[config.mk]
export PLATFORM = sky130hd
export DESIGN_NAME = lfu_scan
export DESIGN_NICKNAME = d
export VERILOG_FILES = /design/src/rtl/core/lfu_pkg.sv /design/src/rtl/core/lfu_scan.sv
export SDC_FILE = /design/constraint.sdc
export NUM_CORES = 1
export LEC_CHECK = 0
export BUFFER_PORTS_ARGS = -buffer_cell sky130_fd_sc_hd__buf_2
export CAP_MARGIN = 0
export CELL_PAD_IN_SITES_DETAIL_PLACEMENT = 0
export CELL_PAD_IN_SITES_GLOBAL_PLACEMENT = 1
export CORE_MARGIN = 2
export CORE_UTILIZATION = 43
export DETAILED_ROUTE_END_ITERATION = 8
export GPL_TIMING_DRIVEN = 0
export HOLD_SLACK_MARGIN = 0.08
export PLACE_DENSITY = 0.84
export SLEW_MARGIN = 30
export SYNTH_ARGS = -nofsm -noshare
export SYNTH_HDL_FRONTEND = slang
export SYNTH_SLANG_ARGS = --single-unit
[constraint.sdc]
create_clock -name clk -period 6.9 [get_ports clk]
set_input_delay 0.69 -clock clk [delete_from_list [all_inputs] [get_ports clk]]
set_output_delay 0.69 -clock clk [all_outputs]
set_load 0.05 [all_outputs]
[src/rtl/core/lfu_pkg.sv]
package lfu_pkg;

    localparam int SET_IN_W  = 10;
    localparam int WAY_IN_W  = 4;
    localparam int THR_W     = 4;
    localparam int VICTIM_W  = 4;

    localparam logic [THR_W-1:0] THR_RESET = 4'd15;

    localparam int SETS_DEF         = 1024;
    localparam int WAYS_DEF         = 16;
    localparam int COUNTER_BITS_DEF = 4;

    localparam logic OP_VICTIM = 1'b0;
    localparam logic OP_UPDATE = 1'b1;

endpackage

[src/rtl/core/lfu_scan.sv]
module lfu_scan
    import lfu_pkg::*;
#(
    parameter int WAYS         = WAYS_DEF,
    parameter int COUNTER_BITS = COUNTER_BITS_DEF,
    parameter int LV           = $clog2(WAYS)
)
(
    input  logic                         clk,
    input  logic                         load,
    input  logic [WAYS*COUNTER_BITS-1:0] row,
    output logic [LV-1:0]                min_idx,
    output logic [COUNTER_BITS-1:0]      max_val
);

    localparam int P = 1 << LV;
    localparam logic [COUNTER_BITS-1:0] CNT_TOP = {COUNTER_BITS{1'b1}};

    logic [COUNTER_BITS-1:0] mn_v [1:2*P-1];
    logic [LV-1:0]           mn_i [1:2*P-1];
    logic [COUNTER_BITS-1:0] mx_v [1:2*P-1];
    logic [LV-1:0]           min_idx_reg;
    logic [COUNTER_BITS-1:0] max_val_reg;

    // heap-ordered tree; padding leaves never win (ties go to the lower way)
    always_comb
    begin
        for (int i = 0; i < P; i++)
        begin
            if (i < WAYS)
            begin
                mn_v[P+i] = row[i*COUNTER_BITS +: COUNTER_BITS];
                mx_v[P+i] = row[i*COUNTER_BITS +: COUNTER_BITS];
            end
            else
            begin
                mn_v[P+i] = CNT_TOP;
                mx_v[P+i] = '0;
            end
            mn_i[P+i] = LV'(i);
        end
        for (int n = P - 1; n >= 1; n--)
        begin
            if (mn_v[2*n+1] < mn_v[2*n])
            begin
                mn_v[n] = mn_v[2*n+1];
                mn_i[n] = mn_i[2*n+1];
            end
            else
            begin
                mn_v[n] = mn_v[2*n];
                mn_i[n] = mn_i[2*n];
            end
            mx_v[n] = (mx_v[2*n+1] > mx_v[2*n]) ? mx_v[2*n+1] : mx_v[2*n];
        end
    end

    always_ff @(posedge clk)
    begin
        if (load)
        begin
            min_idx_reg <= mn_i[1];
            max_val_reg <= mx_v[1];
        end
    end

    assign min_idx = min_idx_reg;
    assign max_val = max_val_reg;

endmodule

==> impl_metrics.csv <==
group,metric,value,unit
synth,netlist_instances,511,
die,rows,35,
cts,cts_sinks,8,
sta,finalCriticalPeriod,6.37,ns
synth,synth_edf_count,8,
synth,ys_types,58,
placed_design,port_buffers,73,
drt,drc,0,
drt,vias,3776,
placed_design,dpl_cell_area,4520,sq um
die,die_w,101,um
synth,synth.avg_cell_area,7.85,sq um
status,status,"completed",
synth,synth-seq-cells,8,
cells_and_area,antenna_cells,0,
sta,whs,0.806,ns
critical_path,worst_ep_required_time,6.95,ns
drt,dr.pass1.iters,4,
cells_and_area,drive_gt1_share,19.1,%
grt,antenna_found_initial,0,
cts,post_cts_buffers,0,
flow_run,cap_violations,0,
critical_path,max_stage_delay,0.35,ns
cts,cts.clk_slew.worst_paths,0.04,ns
drt,antenna_left,0,
cts,htree_levels,1,
critical_path,worstSetupPathType,"in2reg",
die,initial_core_util,43.9,%
drt,viasPerCell,5.42,
sta,hold_viol,0,
grt,grt_overflow,0,
critical_path,arrival,6.43,ns
critical_path,critPathCaptureType,"flop",
die,io_pins,74,
sta,setup_viol,0,
sta,layout_setup_ws,0.527,ns
synth,ys_dominant_reg_cell,"edfxtp_1",
cells_and_area,nets,741,
min_path,hp-class,"in2reg",
die,die-area,10100,sq um
cells_and_area,final_core_util,49.9,%
sta,post-route-period-util,92.4,%
drt,wl_per_cell,13.2,um
critical_path,crit_slowest_cell,"or3_1",
cells_and_area,n_fill_cell,894,
drt,dr.first_iter.drc_count,91,
sta,timing.fmax,157,MHz
cells_and_area,final_cell_mix,"87 x ha_1, 81 x inv_1, 73 x buf_2",
placed_design,place.detailed.hpwl,8290,um
critical_path,start_kind,"primary input",
grt,grt_usage,18.4,%
synth,syn_area,4010,sq um
critical_path,worstPathMaxFanout,6,
placed_design,gp_congestion,0.869,
grt,grt_pass1_vias,3616,
synth,syn-num-nets,664,
synth,yosys_warnings,0,
sta,slew_headroom,52.0,%
power,p_leak,2.48,nW
cells_and_area,syn_to_final_growth,13.7,%
die,die_h,101,um
synth,synthArstFlopShare,0,%
cells_and_area,layout_commonest_cell,"ha_1",
power,power,1.16,mW
cells_and_area,design_area,4560,sq um
synth,seq_area_frac_synth,5.99,%
grt,grt_max_degree,9,
sta,tightest_slew,0.711,ns
drt,routed_wl,9210,um
cts,root_buffer,"clkbuf_8",
cts,cts_tree,"yes",
die,placeableCoreArea,9150,sq um
cts,numCtsBuffers,3,
placed_design,pre_cts_ws,0.149,ns
power,cellPowerDensity,254,nW/um^2
sta,report.final.slew_viol_count,0,
cts,clk_path_buf_depth,2,
grt,grt_pass1_wl,15700,um
power,ir_worst_vdd,0.000158,V
==> timing repair <==
action,4_1_cts,5_1_grt
gates resized for setup,0,1
hold buffers,0,0
endpoints found under the setup margin,0,4
==> Yosys cell counts (3+ instances only) <==
| library cell | count | area (sq um) |
|---|---|---|
| inv_1 | 81 | 304 |
| a21oi_2 | 6 | 52.6 |
| mux2_2 | 6 | 67.6 |
| a31oi_1 | 3 | 18.8 |
| ha_1 | 87 | 1090 |
| a21oi_1 | 43 | 215 |
| and2_1 | 4 | 25.0 |
| mux2i_2 | 4 | 55.1 |
| a21o_1 | 5 | 37.5 |
| a311oi_1 | 3 | 26.3 |
| nor2b_1 | 8 | 50.1 |
| mux2i_1 | 71 | 711 |
| nor3_1 | 4 | 20.0 |
| o21ai_2 | 4 | 35.0 |
| o2bb2ai_1 | 3 | 26.3 |
| o21a_1 | 7 | 52.6 |
| o21ai_1 | 7 | 35.0 |
| nand4_1 | 8 | 50.1 |
| nand2b_1 | 9 | 56.3 |
| o21ai_0 | 25 | 125 |
| edfxtp_1 | 8 | 240 |
| nor2_1 | 49 | 184 |
| nand2_1 | 21 | 78.8 |
==> cell type report <==
| class | instances | area (sq um) | share of cell area (%) |
|---|---|---|---|
| clock buffers | 3 | 41.3 | 0.905 |
| inverters | 82 | 308 | 6.75 |
| multi-input cells | 420 | 3470 | 76.0 |
| flip-flops and latches | 8 | 240 | 5.26 |
| well taps | 111 | 139 | 3.04 |
| repair buffers | 73 | 365 | 8.01 |
==> power by group <==
part,total (mW),switching [mW],internal (mW)
clock,0.0536,0.0161,0.0376
combinational,0.997,0.581,0.416
sequential,0.106,0.00571,0.101
total,1.16,0.603,0.555
==> routing by layer <==
layer	GRT usage [%]	up-vias	share of wire [%]	routed length, um
met4	2.63	0	0.56	52
met3	0.624	4	3.0	277
met5	0	-	0	0
met2	32.8	65	46	4270
met1	25.2	1720	50	4610
li1	-	1987	-	-
==> critical path: cells and delay by family <==
kind,cells,cell delay [ns]
fa+ha+maj,4,1.24
mux,5,1.35
buf+inv,6,0.43
simple gates,7,1.20
compound gates,8,1.50
==> worst paths after layout <==
| kind | from | slack, ns | depth (start not counted) | endpoint |
|---|---|---|---|---|
| setup / recovery | row[57] | 0.53 | 30 | max_val[0] |
| hold / removal | load | 0.81 | 1 | max_val[3] |
==> cell families after synthesis <==
family	count (synthesis)	synth area share [%]
compound gates	137	23.8
xor+xnor	3	0.655
fa+ha+maj	87	27.1
buf+inv	83	7.76
flops	8	5.99
mux	84	21.8
simple gates	109	12.9
==> metrics by stage <==
| stage | setup TNS [ns] | std cells |
|---|---|---|
| 4_1_cts | 0 | 698 |
| 3_3_place_gp | 0 | 695 |
| 5_1_grt | -0.00406 | 697 |
| 3_5_place_dp | 0 | 695 |
| 2_1_floorplan | 0 | 511 |
| 6_report | 0 | 697 |
No activity file was read; power rests on OpenSTA's default activity.
